--- src/sv/pvaa_pkg.sv ---
// Shared types and constants of the polyphonic voice allocator.
// Holds the command, job and result structs, the phase and kind codes and the
// envelope step function. No dependencies.
package pvaa_pkg;

    localparam int NOTE_W      = 7;
    localparam int VOICE_W     = 4;
    localparam int CNT_W       = 4;
    localparam int LEVEL_W     = 16;
    localparam int CFG_W       = 16;
    localparam int QUEUE_DEPTH = 2;
    localparam int QPTR_W      = 1;
    localparam int QCNT_W      = 2;

    localparam logic [LEVEL_W-1:0] ONE_Q15 = 16'd32768;

    // Register reset values.
    localparam logic [CFG_W-1:0] ATTACK_RESET  = 16'd328;
    localparam logic [CFG_W-1:0] DECAY_RESET   = 16'd164;
    localparam logic [CFG_W-1:0] SUSTAIN_RESET = 16'd16384;
    localparam logic [CFG_W-1:0] RELEASE_RESET = 16'd164;

    typedef enum logic [1:0] {
        FUNC_TICK = 2'd0,
        FUNC_ON   = 2'd1,
        FUNC_OFF  = 2'd2,
        FUNC_NONE = 2'd3
    } func_t;

    typedef enum logic [1:0] {
        KIND_TICK = 2'd0,
        KIND_ON   = 2'd1,
        KIND_OFF  = 2'd2
    } kind_t;

    typedef enum logic [2:0] {
        PH_DORMANT = 3'd0,
        PH_ATTACK  = 3'd1,
        PH_DECAY   = 3'd2,
        PH_SUSTAIN = 3'd3,
        PH_RELEASE = 3'd4
    } phase_t;

    typedef enum logic [1:0] {
        REG_ATTACK  = 2'd0,
        REG_DECAY   = 2'd1,
        REG_SUSTAIN = 2'd2,
        REG_RELEASE = 2'd3
    } cfg_reg_t;

    // Classified work handed from the front end to the engine.
    typedef enum logic [2:0] {
        OP_TICK     = 3'd0,
        OP_NOTE_ON  = 3'd1,
        OP_NOTE_OFF = 3'd2,
        OP_BAD_ON   = 3'd3,
        OP_BAD_OFF  = 3'd4
    } job_op_t;

    typedef struct packed {
        func_t             func;
        logic [NOTE_W-1:0] note;
    } cmd_t;

    typedef struct packed {
        kind_t              kind;
        logic [VOICE_W-1:0] voice;
        logic               granted;
        logic               stolen;
        logic [LEVEL_W-1:0] level;
        phase_t             phase;
        logic               voice_on;
        logic [CNT_W-1:0]   active_count;
        logic               last;
    } result_t;

    typedef struct packed {
        job_op_t           op;
        logic [NOTE_W-1:0] note;
    } job_t;

    typedef struct packed {
        logic [CFG_W-1:0] attack_step;
        logic [CFG_W-1:0] decay_step;
        logic [CFG_W-1:0] sustain_level;
        logic [CFG_W-1:0] release_step;
    } cfg_t;

    // State of one voice envelope.
    typedef struct packed {
        logic               on;
        phase_t             phase;
        logic [LEVEL_W-1:0] level;
    } env_t;

    // Clamp a register value to 1.0 in Q1.15.
    function automatic logic [LEVEL_W-1:0] sat_q15(input logic [CFG_W-1:0] v);
        return (v > ONE_Q15) ? ONE_Q15 : v;
    endfunction

    // One envelope step of an active voice; steps are already clamped.
    function automatic env_t env_step(
        input env_t               e,
        input logic [LEVEL_W-1:0] atk,
        input logic [LEVEL_W-1:0] dec,
        input logic [LEVEL_W-1:0] sus,
        input logic [LEVEL_W-1:0] rel
    );
        env_t               r;
        logic [LEVEL_W:0]   sum;
        logic [LEVEL_W-1:0] gap;
        r   = e;
        sum = '0;
        gap = '0;
        case (e.phase)
            PH_ATTACK: begin
                if (e.level < ONE_Q15) begin
                    sum = {1'b0, e.level} + {1'b0, atk};
                    if (sum >= {1'b0, ONE_Q15}) begin
                        r.level = ONE_Q15;
                        r.phase = PH_DECAY;
                    end else begin
                        r.level = sum[LEVEL_W-1:0];
                    end
                end
            end
            PH_DECAY: begin
                if (e.level > sus) begin
                    gap = e.level - sus;
                    if (gap <= dec) begin
                        r.level = sus;
                        r.phase = PH_SUSTAIN;
                    end else begin
                        r.level = e.level - dec;
                    end
                end else if (e.level < sus) begin
                    gap = sus - e.level;
                    if (gap <= dec) begin
                        r.level = sus;
                        r.phase = PH_SUSTAIN;
                    end else begin
                        r.level = e.level + dec;
                    end
                end else begin
                    r.phase = PH_SUSTAIN;
                end
            end
            PH_RELEASE: begin
                if (e.level <= rel) begin
                    r.level = '0;
                    r.phase = PH_DORMANT;
                    r.on    = 1'b0;
                end else begin
                    r.level = e.level - rel;
                end
            end
            default: begin
            end
        endcase
        return r;
    endfunction

endpackage

--- src/sv/pvaa_front.sv ---
// Front end: takes commands, drops unused codes, range-checks the note and
// holds one classified job until the queue takes it. Depends on pvaa_pkg.
module pvaa_front
    import pvaa_pkg::*;
#(
    parameter int NOTES = 128
)
(
    input  logic clk,
    input  logic rst_n,
    input  logic start,
    input  cmd_t cmd,
    output logic busy,
    output logic push,
    output job_t push_job,
    input  logic q_full
);

    job_t job_reg, job_next;
    logic job_vld_reg, job_vld_next;
    job_t new_job;
    logic keep;
    logic accept;
    logic note_ok;

    // Classify the incoming command.
    always_comb
    begin
        note_ok      = int'(cmd.note) < NOTES;
        new_job.note = cmd.note;
        new_job.op   = OP_TICK;
        keep         = 1'b1;
        case (cmd.func)
            FUNC_TICK: new_job.op = OP_TICK;
            FUNC_ON:   new_job.op = note_ok ? OP_NOTE_ON : OP_BAD_ON;
            FUNC_OFF:  new_job.op = note_ok ? OP_NOTE_OFF : OP_BAD_OFF;
            default:   keep = 1'b0;
        endcase
    end

    // The holding register frees up as soon as the queue has room.
    assign push     = job_vld_reg && !q_full;
    assign push_job = job_reg;
    assign busy     = job_vld_reg && q_full;
    assign accept   = start && !busy;

    always_comb
    begin
        job_next     = accept ? new_job : job_reg;
        job_vld_next = accept ? keep : (push ? 1'b0 : job_vld_reg);
    end

    always_ff @(posedge clk or negedge rst_n)
    begin
        if (!rst_n) begin
            job_vld_reg <= 1'b0;
        end else begin
            job_vld_reg <= job_vld_next;
        end
    end

    always_ff @(posedge clk)
    begin
        job_reg <= job_next;
    end

endmodule

--- src/sv/pvaa_queue.sv ---
// Short job queue between the front end and the engine.
// Depends on pvaa_pkg for the job type and the queue depth.
module pvaa_queue
    import pvaa_pkg::*;
(
    input  logic clk,
    input  logic rst_n,
    input  logic push,
    input  job_t push_job,
    output logic full,
    input  logic pop,
    output job_t pop_job,
    output logic empty
);

    job_t              q_mem [QUEUE_DEPTH];
    logic [QPTR_W-1:0] wr_ptr_reg, wr_ptr_next;
    logic [QPTR_W-1:0] rd_ptr_reg, rd_ptr_next;
    logic [QCNT_W-1:0] cnt_reg, cnt_next;

    assign full    = cnt_reg == QCNT_W'(QUEUE_DEPTH);
    assign empty   = cnt_reg == '0;
    assign pop_job = q_mem[rd_ptr_reg];

    // Pointer and fill-count update; depth is a power of two so pointers wrap.
    always_comb
    begin
        wr_ptr_next = push ? wr_ptr_reg + 1'b1 : wr_ptr_reg;
        rd_ptr_next = pop ? rd_ptr_reg + 1'b1 : rd_ptr_reg;
        cnt_next    = cnt_reg;
        if (push && !pop) begin
            cnt_next = cnt_reg + 1'b1;
        end else if (pop && !push) begin
            cnt_next = cnt_reg - 1'b1;
        end
    end

    always_ff @(posedge clk or negedge rst_n)
    begin
        if (!rst_n) begin
            wr_ptr_reg <= '0;
            rd_ptr_reg <= '0;
            cnt_reg    <= '0;
        end else begin
            wr_ptr_reg <= wr_ptr_next;
            rd_ptr_reg <= rd_ptr_next;
            cnt_reg    <= cnt_next;
        end
    end

    always_ff @(posedge clk)
    begin
        if (push) begin
            q_mem[wr_ptr_reg] <= push_job;
        end
    end

endmodule

--- src/sv/pvaa_engine.sv ---
// Engine: runs one job at a time against the voice table, stepping one voice
// per cycle through a shared envelope unit. Depends on pvaa_pkg.
module pvaa_engine
    import pvaa_pkg::*;
#(
    parameter int VOICES = 12,
    parameter int NOTES  = 128
)
(
    input  logic    clk,
    input  logic    rst_n,
    input  cfg_t    cfg,
    input  logic    q_empty,
    input  job_t    q_job,
    output logic    pop,
    output logic    strobe,
    output result_t result
);

    localparam int IDX_W  = (VOICES > 1) ? $clog2(VOICES) : 1;
    localparam int NTAG_W = (NOTES > 1) ? $clog2(NOTES) : 1;
    localparam logic [VOICE_W-1:0] VOICE_NONE = VOICE_W'(VOICES);
    localparam logic [IDX_W-1:0]   LAST_IDX   = IDX_W'(VOICES - 1);

    typedef enum logic [2:0] {
        B_IDLE,
        B_TICK_PREP,
        B_TICK_STEP,
        B_ON_FREE,
        B_ON_SCAN,
        B_ON_GRANT,
        B_OFF_FIND,
        B_OFF_DO
    } b_state_t;

    b_state_t          state_reg, state_next;
    logic [NOTE_W-1:0] note_reg, note_next;
    logic [IDX_W-1:0]  idx_reg, idx_next;
    logic [IDX_W-1:0]  pick_reg, pick_next;
    logic              found_reg, found_next;
    logic              steal_reg, steal_next;
    logic [LEVEL_W:0]  best_reg, best_next;
    logic [CNT_W-1:0]  tcnt_reg, tcnt_next;
    result_t           res_reg, res_next;
    logic              strobe_reg, strobe_next;

    // Voice table.
    logic [VOICES-1:0]  act_reg;
    phase_t             ph_reg  [VOICES];
    logic [LEVEL_W-1:0] lvl_reg [VOICES];
    logic [VOICES-1:0]  own_vld_reg;
    logic [NTAG_W-1:0]  own_reg [VOICES];

    logic               vw_en;
    logic [IDX_W-1:0]   vw_idx;
    env_t               vw_env;
    logic [VOICES-1:0]  own_clr;
    logic [VOICES-1:0]  own_set;
    logic               own_set_en;

    logic [LEVEL_W-1:0] atk_s, dec_s, sus_s, rel_s;
    env_t               cur_env;
    env_t               stepped;
    logic [CNT_W-1:0]   act_cnt;
    logic [VOICES-1:0]  ends;
    logic [VOICES-1:0]  match;
    logic [VOICES-1:0]  hit;
    logic               free_found;
    logic [IDX_W-1:0]   free_idx;
    logic [IDX_W-1:0]   hit_idx;
    logic [NTAG_W-1:0]  tag;

    function automatic logic [CNT_W-1:0] count_on(input logic [VOICES-1:0] v);
        logic [CNT_W-1:0] c;
        c = '0;
        for (int i = 0; i < VOICES; i++) begin
            c = c + CNT_W'(v[i]);
        end
        return c;
    endfunction

    assign atk_s = sat_q15(cfg.attack_step);
    assign dec_s = sat_q15(cfg.decay_step);
    assign sus_s = sat_q15(cfg.sustain_level);
    assign rel_s = sat_q15(cfg.release_step);
    assign tag   = note_reg[NTAG_W-1:0];

    // The voice under the scan index and its stepped value.
    always_comb
    begin
        cur_env.on    = act_reg[idx_reg];
        cur_env.phase = ph_reg[idx_reg];
        cur_env.level = lvl_reg[idx_reg];
        stepped       = cur_env.on ? env_step(cur_env, atk_s, dec_s, sus_s, rel_s)
                                   : cur_env;
    end

    // Per-voice flags: releases that end this tick, owner tag matches.
    always_comb
    begin
        for (int i = 0; i < VOICES; i++) begin
            ends[i]  = act_reg[i] && (ph_reg[i] == PH_RELEASE) && (lvl_reg[i] <= rel_s);
            match[i] = own_vld_reg[i] && (own_reg[i] == tag);
        end
        hit     = match & act_reg;
        act_cnt = count_on(act_reg);
    end

    // Lowest-numbered free voice and the voice holding the note.
    always_comb
    begin
        free_found = 1'b0;
        free_idx   = '0;
        hit_idx    = '0;
        for (int i = VOICES - 1; i >= 0; i--) begin
            if (!act_reg[i]) begin
                free_found = 1'b1;
                free_idx   = IDX_W'(i);
            end
            if (hit[i]) begin
                hit_idx = IDX_W'(i);
            end
        end
    end

    // Job sequencer.
    always_comb
    begin
        state_next  = state_reg;
        note_next   = note_reg;
        idx_next    = idx_reg;
        pick_next   = pick_reg;
        found_next  = found_reg;
        steal_next  = steal_reg;
        best_next   = best_reg;
        tcnt_next   = tcnt_reg;
        res_next    = res_reg;
        strobe_next = 1'b0;
        pop         = 1'b0;
        vw_en       = 1'b0;
        vw_idx      = idx_reg;
        vw_env      = stepped;
        own_clr     = '0;
        own_set     = '0;
        own_set_en  = 1'b0;

        // Refused answers share one shape; fields are overridden below.
        res_next.voice        = VOICE_NONE;
        res_next.granted      = 1'b0;
        res_next.stolen       = 1'b0;
        res_next.level        = '0;
        res_next.phase        = PH_DORMANT;
        res_next.voice_on     = 1'b0;
        res_next.active_count = act_cnt;
        res_next.last         = 1'b1;

        case (state_reg)
            B_IDLE: begin
                if (!q_empty) begin
                    pop       = 1'b1;
                    note_next = q_job.note;
                    case (q_job.op)
                        OP_TICK:     state_next = B_TICK_PREP;
                        OP_NOTE_ON:  state_next = B_ON_FREE;
                        OP_NOTE_OFF: state_next = B_OFF_FIND;
                        OP_BAD_ON: begin
                            res_next.kind = KIND_ON;
                            strobe_next   = 1'b1;
                        end
                        OP_BAD_OFF: begin
                            res_next.kind = KIND_OFF;
                            strobe_next   = 1'b1;
                        end
                        default: begin
                        end
                    endcase
                end
            end

            // Every tick report carries the count after the whole tick.
            B_TICK_PREP: begin
                tcnt_next  = count_on(act_reg & ~ends);
                idx_next   = '0;
                state_next = B_TICK_STEP;
            end

            B_TICK_STEP: begin
                vw_en                 = 1'b1;
                res_next.kind         = KIND_TICK;
                res_next.voice        = VOICE_W'(idx_reg);
                res_next.level        = stepped.level;
                res_next.phase        = stepped.phase;
                res_next.voice_on     = stepped.on;
                res_next.active_count = tcnt_reg;
                res_next.last         = idx_reg == LAST_IDX;
                strobe_next           = 1'b1;
                if (idx_reg == LAST_IDX) begin
                    state_next = B_IDLE;
                end else begin
                    idx_next = idx_reg + 1'b1;
                end
            end

            B_ON_FREE: begin
                if (free_found) begin
                    pick_next  = free_idx;
                    found_next = 1'b1;
                    steal_next = 1'b0;
                    state_next = B_ON_GRANT;
                end else begin
                    idx_next   = '0;
                    best_next  = {1'b0, ONE_Q15} + 1'b1;
                    found_next = 1'b0;
                    steal_next = 1'b1;
                    state_next = B_ON_SCAN;
                end
            end

            // Quietest voice not in attack, lowest index on ties.
            B_ON_SCAN: begin
                if ((cur_env.phase != PH_ATTACK) && ({1'b0, cur_env.level} < best_reg)) begin
                    best_next  = {1'b0, cur_env.level};
                    pick_next  = idx_reg;
                    found_next = 1'b1;
                end
                if (idx_reg == LAST_IDX) begin
                    state_next = B_ON_GRANT;
                end else begin
                    idx_next = idx_reg + 1'b1;
                end
            end

            B_ON_GRANT: begin
                res_next.kind = KIND_ON;
                if (found_reg) begin
                    vw_en                 = 1'b1;
                    vw_idx                = pick_reg;
                    vw_env.on             = 1'b1;
                    vw_env.phase          = PH_ATTACK;
                    vw_env.level          = '0;
                    own_clr               = match;
                    own_set[pick_reg]     = 1'b1;
                    own_set_en            = 1'b1;
                    res_next.voice        = VOICE_W'(pick_reg);
                    res_next.granted      = 1'b1;
                    res_next.stolen       = steal_reg;
                    res_next.phase        = PH_ATTACK;
                    res_next.voice_on     = 1'b1;
                    res_next.active_count = act_cnt + CNT_W'(!steal_reg);
                end
                strobe_next = 1'b1;
                state_next  = B_IDLE;
            end

            B_OFF_FIND: begin
                if (|hit) begin
                    idx_next   = hit_idx;
                    state_next = B_OFF_DO;
                end else begin
                    res_next.kind = KIND_OFF;
                    strobe_next   = 1'b1;
                    state_next    = B_IDLE;
                end
            end

            B_OFF_DO: begin
                vw_en             = 1'b1;
                vw_env            = cur_env;
                vw_env.phase      = PH_RELEASE;
                own_clr[idx_reg]  = 1'b1;
                res_next.kind     = KIND_OFF;
                res_next.voice    = VOICE_W'(idx_reg);
                res_next.granted  = 1'b1;
                res_next.level    = cur_env.level;
                res_next.phase    = PH_RELEASE;
                res_next.voice_on = 1'b1;
                strobe_next       = 1'b1;
                state_next        = B_IDLE;
            end

            default: state_next = B_IDLE;
        endcase
    end

    // Sequencer state and registered result.
    always_ff @(posedge clk or negedge rst_n)
    begin
        if (!rst_n) begin
            state_reg  <= B_IDLE;
            note_reg   <= '0;
            idx_reg    <= '0;
            pick_reg   <= '0;
            found_reg  <= 1'b0;
            steal_reg  <= 1'b0;
            best_reg   <= '0;
            tcnt_reg   <= '0;
            res_reg    <= '0;
            strobe_reg <= 1'b0;
        end else begin
            state_reg  <= state_next;
            note_reg   <= note_next;
            idx_reg    <= idx_next;
            pick_reg   <= pick_next;
            found_reg  <= found_next;
            steal_reg  <= steal_next;
            best_reg   <= best_next;
            tcnt_reg   <= tcnt_next;
            res_reg    <= res_next;
            strobe_reg <= strobe_next;
        end
    end

    // Voice table write port and owner flags.
    always_ff @(posedge clk or negedge rst_n)
    begin
        if (!rst_n) begin
            act_reg     <= '0;
            own_vld_reg <= '0;
            for (int i = 0; i < VOICES; i++) begin
                ph_reg[i]  <= PH_DORMANT;
                lvl_reg[i] <= '0;
            end
        end else begin
            if (vw_en) begin
                act_reg[vw_idx] <= vw_env.on;
                ph_reg[vw_idx]  <= vw_env.phase;
                lvl_reg[vw_idx] <= vw_env.level;
            end
            own_vld_reg <= (own_vld_reg & ~own_clr) | own_set;
        end
    end

    // Note held by each voice; meaningful only while its owner flag is set.
    always_ff @(posedge clk)
    begin
        if (own_set_en) begin
            own_reg[pick_reg] <= tag;
        end
    end

    assign strobe = strobe_reg;
    assign result = res_reg;

endmodule

--- src/sv/polyphonic_voice_allocator_adsr_top.sv ---
// With the engine idle, a request passes the front-end holding register and the job queue, and
// the engine answers from its result register; an out-of-range note is refused without a scan.
// The engine runs one job at a time: a tick uses one shared envelope unit, one voice a cycle,
// with reports back to back; a note on that steals a voice first scans the levels serially.
// Up to three requests wait; results cannot be stalled.
// Reset is asynchronous; all voices come up dormant with no clearing pass.
module polyphonic_voice_allocator_adsr_top
    import pvaa_pkg::*;
#(
    parameter int VOICES = 12,
    parameter int NOTES  = 128
)
(
    input  logic             clk,
    input  logic             rst_n,
    input  logic             start,
    output logic             busy,
    input  cmd_t             cmd,
    output logic             strobe,
    output result_t          result,
    input  logic             cfg_valid,
    output logic             cfg_ready,
    input  logic [1:0]       cfg_index,
    input  logic [CFG_W-1:0] cfg_data
);

    cfg_t cfg_reg, cfg_next;
    logic q_full;
    logic q_empty;
    logic push;
    logic pop;
    job_t push_job;
    job_t pop_job;

    // Configuration registers; writes are always taken.
    assign cfg_ready = 1'b1;

    always_comb
    begin
        cfg_next = cfg_reg;
        if (cfg_valid) begin
            case (cfg_reg_t'(cfg_index))
                REG_ATTACK:  cfg_next.attack_step   = cfg_data;
                REG_DECAY:   cfg_next.decay_step    = cfg_data;
                REG_SUSTAIN: cfg_next.sustain_level = cfg_data;
                REG_RELEASE: cfg_next.release_step  = cfg_data;
                default:     cfg_next = cfg_reg;
            endcase
        end
    end

    always_ff @(posedge clk or negedge rst_n)
    begin
        if (!rst_n) begin
            cfg_reg.attack_step   <= ATTACK_RESET;
            cfg_reg.decay_step    <= DECAY_RESET;
            cfg_reg.sustain_level <= SUSTAIN_RESET;
            cfg_reg.release_step  <= RELEASE_RESET;
        end else begin
            cfg_reg <= cfg_next;
        end
    end

    pvaa_front #(
        .NOTES (NOTES)
    ) u_front (
        .clk      (clk),
        .rst_n    (rst_n),
        .start    (start),
        .cmd      (cmd),
        .busy     (busy),
        .push     (push),
        .push_job (push_job),
        .q_full   (q_full)
    );

    pvaa_queue u_queue (
        .clk      (clk),
        .rst_n    (rst_n),
        .push     (push),
        .push_job (push_job),
        .full     (q_full),
        .pop      (pop),
        .pop_job  (pop_job),
        .empty    (q_empty)
    );

    pvaa_engine #(
        .VOICES (VOICES),
        .NOTES  (NOTES)
    ) u_engine (
        .clk     (clk),
        .rst_n   (rst_n),
        .cfg     (cfg_reg),
        .q_empty (q_empty),
        .q_job   (pop_job),
        .pop     (pop),
        .strobe  (strobe),
        .result  (result)
    );

endmodule

--- config.mk ---
export PLATFORM = sky130hd
export DESIGN_NAME = polyphonic_voice_allocator_adsr_top
export DESIGN_NICKNAME = d
export VERILOG_FILES = /design/src/sv/pvaa_pkg.sv /design/src/sv/pvaa_front.sv /design/src/sv/pvaa_queue.sv /design/src/sv/pvaa_engine.sv /design/src/sv/polyphonic_voice_allocator_adsr_top.sv
export SDC_FILE = /design/constraint.sdc
export NUM_CORES = 2
export LEC_CHECK = 0
export BUFFER_PORTS_ARGS = -buffer_cell sky130_fd_sc_hd__buf_2
export CORE_ASPECT_RATIO = 1.25
export CORE_MARGIN = 10
export CORE_UTILIZATION = 55
export DETAILED_ROUTE_END_ITERATION = 10
export PLACE_DENSITY_LB_ADDON = 0.1
export SETUP_SLACK_MARGIN = 0.2
export SLEW_MARGIN = 10
export SYNTH_ARGS = -nofsm -noshare
export SYNTH_HDL_FRONTEND = slang
export SYNTH_SLANG_ARGS = --single-unit
--- constraint.sdc ---
create_clock -name clk -period 8.3 [get_ports clk]
set_clock_uncertainty 0.1 [all_clocks]
set_input_delay 1.66 -clock clk [delete_from_list [all_inputs] [get_ports clk]]
set_output_delay 1.66 -clock clk [all_outputs]
set_load 0.005 [all_outputs]
==> results.py <==
metrics = {
    "route": {
        "antenna_left": 0,
        "drc_errors": 0,
        "totalWireLength_um": 129600,
        "drtIter0Drc": 2948,
        "drt-vias-per-instance": 6.635,
        "post_drt_wl_per_cell_um": 28.80,
        "via_count": 29860,
        "first_pass_iters": 6,
    },
    "critical_path": {
        "rrSetupSlack_ns": 0.54,
        "cp-endpoint": "u_engine.lvl_reg[96]",
        "path_common_cell": "a21oi_1",
        "arrival_ns": 8.17,
        "max_stage_delay_ns": 0.51,
        "r2r_cells": 31,
        "crit_fanout": 12,
        "timing.rr.end": "u_engine.lvl_reg[96]",
        "crit_path_end_kind": "flip-flop",
        "cp.required_ns": 8.71,
        "reg2reg_from": "u_engine.idx_reg[0]",
        "startpoint": "u_engine.idx_reg[0]",
        "cp_slowest_cell": "mux4_2",
        "critical_path_class": "reg -> reg",
        "crit_path_start_kind": "flip-flop",
    },
    "finish": {
        "fillers": 5255,
        "area_delta_synth_final_pct": 10.25,
        "drive_above_1_share": 0.1282,
        "nNetsFinal": 4026,
        "largest_reg_flops": 192,
        "stdcell_area_um2": 37690,
        "post_layout_nonfiller_instances": 4501,
        "final_cell_mix": "453 x nand2_1, 383 x dfrtp_1, 352 x ha_1",
        "layout_commonest_cell": "nand2_1",
    },
    "clock_network": {
        "clkTransAtPathRegs_ns": 0.07,
        "clock-sinks": 506,
        "insertion_delay_ns": 0.63,
        "cts_htree_levels": 2,
        "cts-buffers-inserted": 52,
        "cts_tree": "yes",
        "clk_path_buf_depth": 3,
        "ctsHoldBuffers": 0,
        "cts-root-buf": "clkbuf_16",
    },
    "power": {
        "switching_share": 0.4733,
        "pwr-share-seq": 0.244,
        "cellInternalPower_mw": 7.286,
        "p_per_area_nw_per_um2": 366.9,
        "power.switching_mw": 6.546,
        "leakagePower_nw": 16.54,
        "clkPwrFrac": 0.186,
        "ir_drop_uv": 230.7,
        "power.share.combinational": 0.570,
    },
    "floorplanning": {
        "die_area_um2": 72590,
        "die_h_um": 298.7,
        "initial_utilization": 0.5535,
        "core_um2": 61770,
        "dieWidth_um": 243.0,
        "rows": 102,
        "io_pins": 67,
    },
    "global_route": {
        "grt_pass1_wl_um": 191500,
        "grt_pass1_vias": 29340,
        "gr-total-overflow": 0,
        "grt_start_max_net_pins": 183,
        "antenna_found_initial": 4,
        "grt_use_total": 0.3499,
    },
    "timing": {
        "fmax_mhz": 128.9,
        "drv_slew": 0,
        "slew_headroom": 0.1650,
        "tns_ns": 0,
        "postLayoutSetupSlackWorst_ns": 0.5421,
        "setup_violations": 0,
        "tightestPinTransition_ns": 1.248,
        "rsz0062_at_grt": "no",
        "min_period_ns": 7.758,
        "fin_crit_sh": 0.9347,
        "hold_violations": 0,
    },
    "run": {
        "max-cap-violations": 0,
    },
    "synth": {
        "synth_flop_cell": "dfrtp_1",
        "avgSynthCellArea_um2": 9.606,
        "synth_edf_count": 111,
        "syn_area_um2": 34190,
        "ys_async_sr_fraction": 0.7806,
        "synthCells": 3559,
        "ys_warn_count": 0,
        "synth_nets": 3962,
        "synth-seq-cells": 506,
        "ys_seq_area_frac": 0.3870,
        "synth_cell_types": 81,
    },
    "run_status": {
        "status": "completed",
    },
    "placement": {
        "dpl.hpwl_um": 97850,
        "port_buffers": 65,
        "globalplace.congestion": 1.046,
        "placed_area_um2": 35730,
        "dp_slack_ns": 0.2247,
        "placedCellCount": 4394,
    },
    "hold_path": {
        "hold_class": "reg -> reg",
    },
}
kinds of logic after synthesis:
kind of cell,Yosys count,share of synthesized area
DFF,506,0.3870
xor gates and xnor gates,145,0.03715
muxes,164,0.07224
and+or+nand+nor,1070,0.1439
buffers and inverters,330,0.03879
adders and majority gates,373,0.1408
other,1,0.0001097
AOI/OAI and AO/OA,970,0.1800
per-stage QoR:
| stage | hold WS [ns] | util | power, mW |
|---|---|---|---|
| 2_1_floorplan | 0.3215 | - | 8.220 |
| 3_3_place_gp | 0.3260 | 0.5784 | 10.85 |
| 3_5_place_dp | 0.3319 | 0.5784 | 10.99 |
| 4_1_cts | 0.3452 | 0.6086 | 13.58 |
| 5_1_grt | 0.3564 | 0.6101 | 14.54 |
| 6_report | 0.3506 | 0.6102 | 13.83 |
layout make-up:
| type | instances | area, µm² | share of cell area |
|---|---|---|---|
| Sequential cell | 506 | 13240 | 0.3512 |
| Clock inverter | 36 | 444.2 | 0.01178 |
| Clock buffer | 61 | 1416 | 0.03758 |
| Multi-Input combinational cell | 2723 | 19690 | 0.5223 |
| Inverter | 157 | 589.3 | 0.01563 |
| Antenna cell | 3 | 7.507 | 0.0001992 |
| Tap cell | 832 | 1041 | 0.02762 |
| Timing Repair Buffer | 183 | 1271 | 0.03372 |
cells in the mapped netlist (42+ instances only):
master    instances  area share
nand4_1          86       0.016
edfxtp_1        111       0.097
dfrtp_1         385        0.28
clkbuf_1        122       0.013
nor3_1           56      0.0082
mux2_2           72       0.024
ha_1            352        0.13
o31ai_1          51       0.011
a21oi_1         209       0.031
mux4_2           59       0.039
nor2b_1          69       0.013
a21o_1           66       0.014
o21ai_0         270       0.040
xnor2_1         119       0.030
o21a_1           82       0.018
nand3_1          42      0.0061
nor2_1          226       0.025
nand2_1         455       0.050
inv_1           156       0.017
worst max-delay path, delay by kind of cell (launching register included):
| kind | cells | cell delay (ns) |
|---|---|---|
| compound gates | 14 | 2.71 |
| xor+xnor | 1 | 0.15 |
| simple gates | 8 | 1.98 |
| fa+ha+maj | 2 | 0.62 |
| mux | 1 | 0.51 |
| flops | 1 | 0.50 |
| buf+inv | 5 | 1.05 |
power groups by stage:
stage,combinational (mW),clock [mW],sequential [mW]
2_1_floorplan,5.00,0,3.22
3_3_place_gp,7.42,0,3.42
3_5_place_dp,7.56,0,3.43
4_1_cts,7.60,2.59,3.39
5_1_grt,8.45,2.69,3.40
6_report,7.88,2.57,3.38
repair_timing:
item                                    4_1_cts  5_1_grt
setup buffers                                 0        7
gates cloned                                  0        0
pin swaps                                     0        2
endpoints found under the setup margin        1      189
resized for setup                             1        5
worst min path at each step:
stage	startpoint	endpoint	slack, ns	cells after the start
after floorplan	u_front.push_job[0]	u_queue.q_mem[0][0]	0.32	0
after global placement	u_front.push_job[3]	u_queue.q_mem[0][3]	0.33	0
after detailed placement	u_front.push_job[6]	u_queue.q_mem[1][6]	0.33	0
after CTS	u_front.push_job[6]	u_queue.q_mem[1][6]	0.35	0
after global routing	u_front.push_job[1]	u_queue.q_mem[0][1]	0.36	0
final	u_front.push_job[3]	u_queue.q_mem[0][3]	0.35	0
layer usage:
metal  wire length [µm]  vias up  GRT usage
met3               9780      490    0.05909
met4              11030        2     0.2538
met5                 12        -          0
li1                   -    13100          -
met1              47340    14710     0.4075
met2              61450     1567     0.5784
No activity file was read; power rests on OpenSTA's default activity.
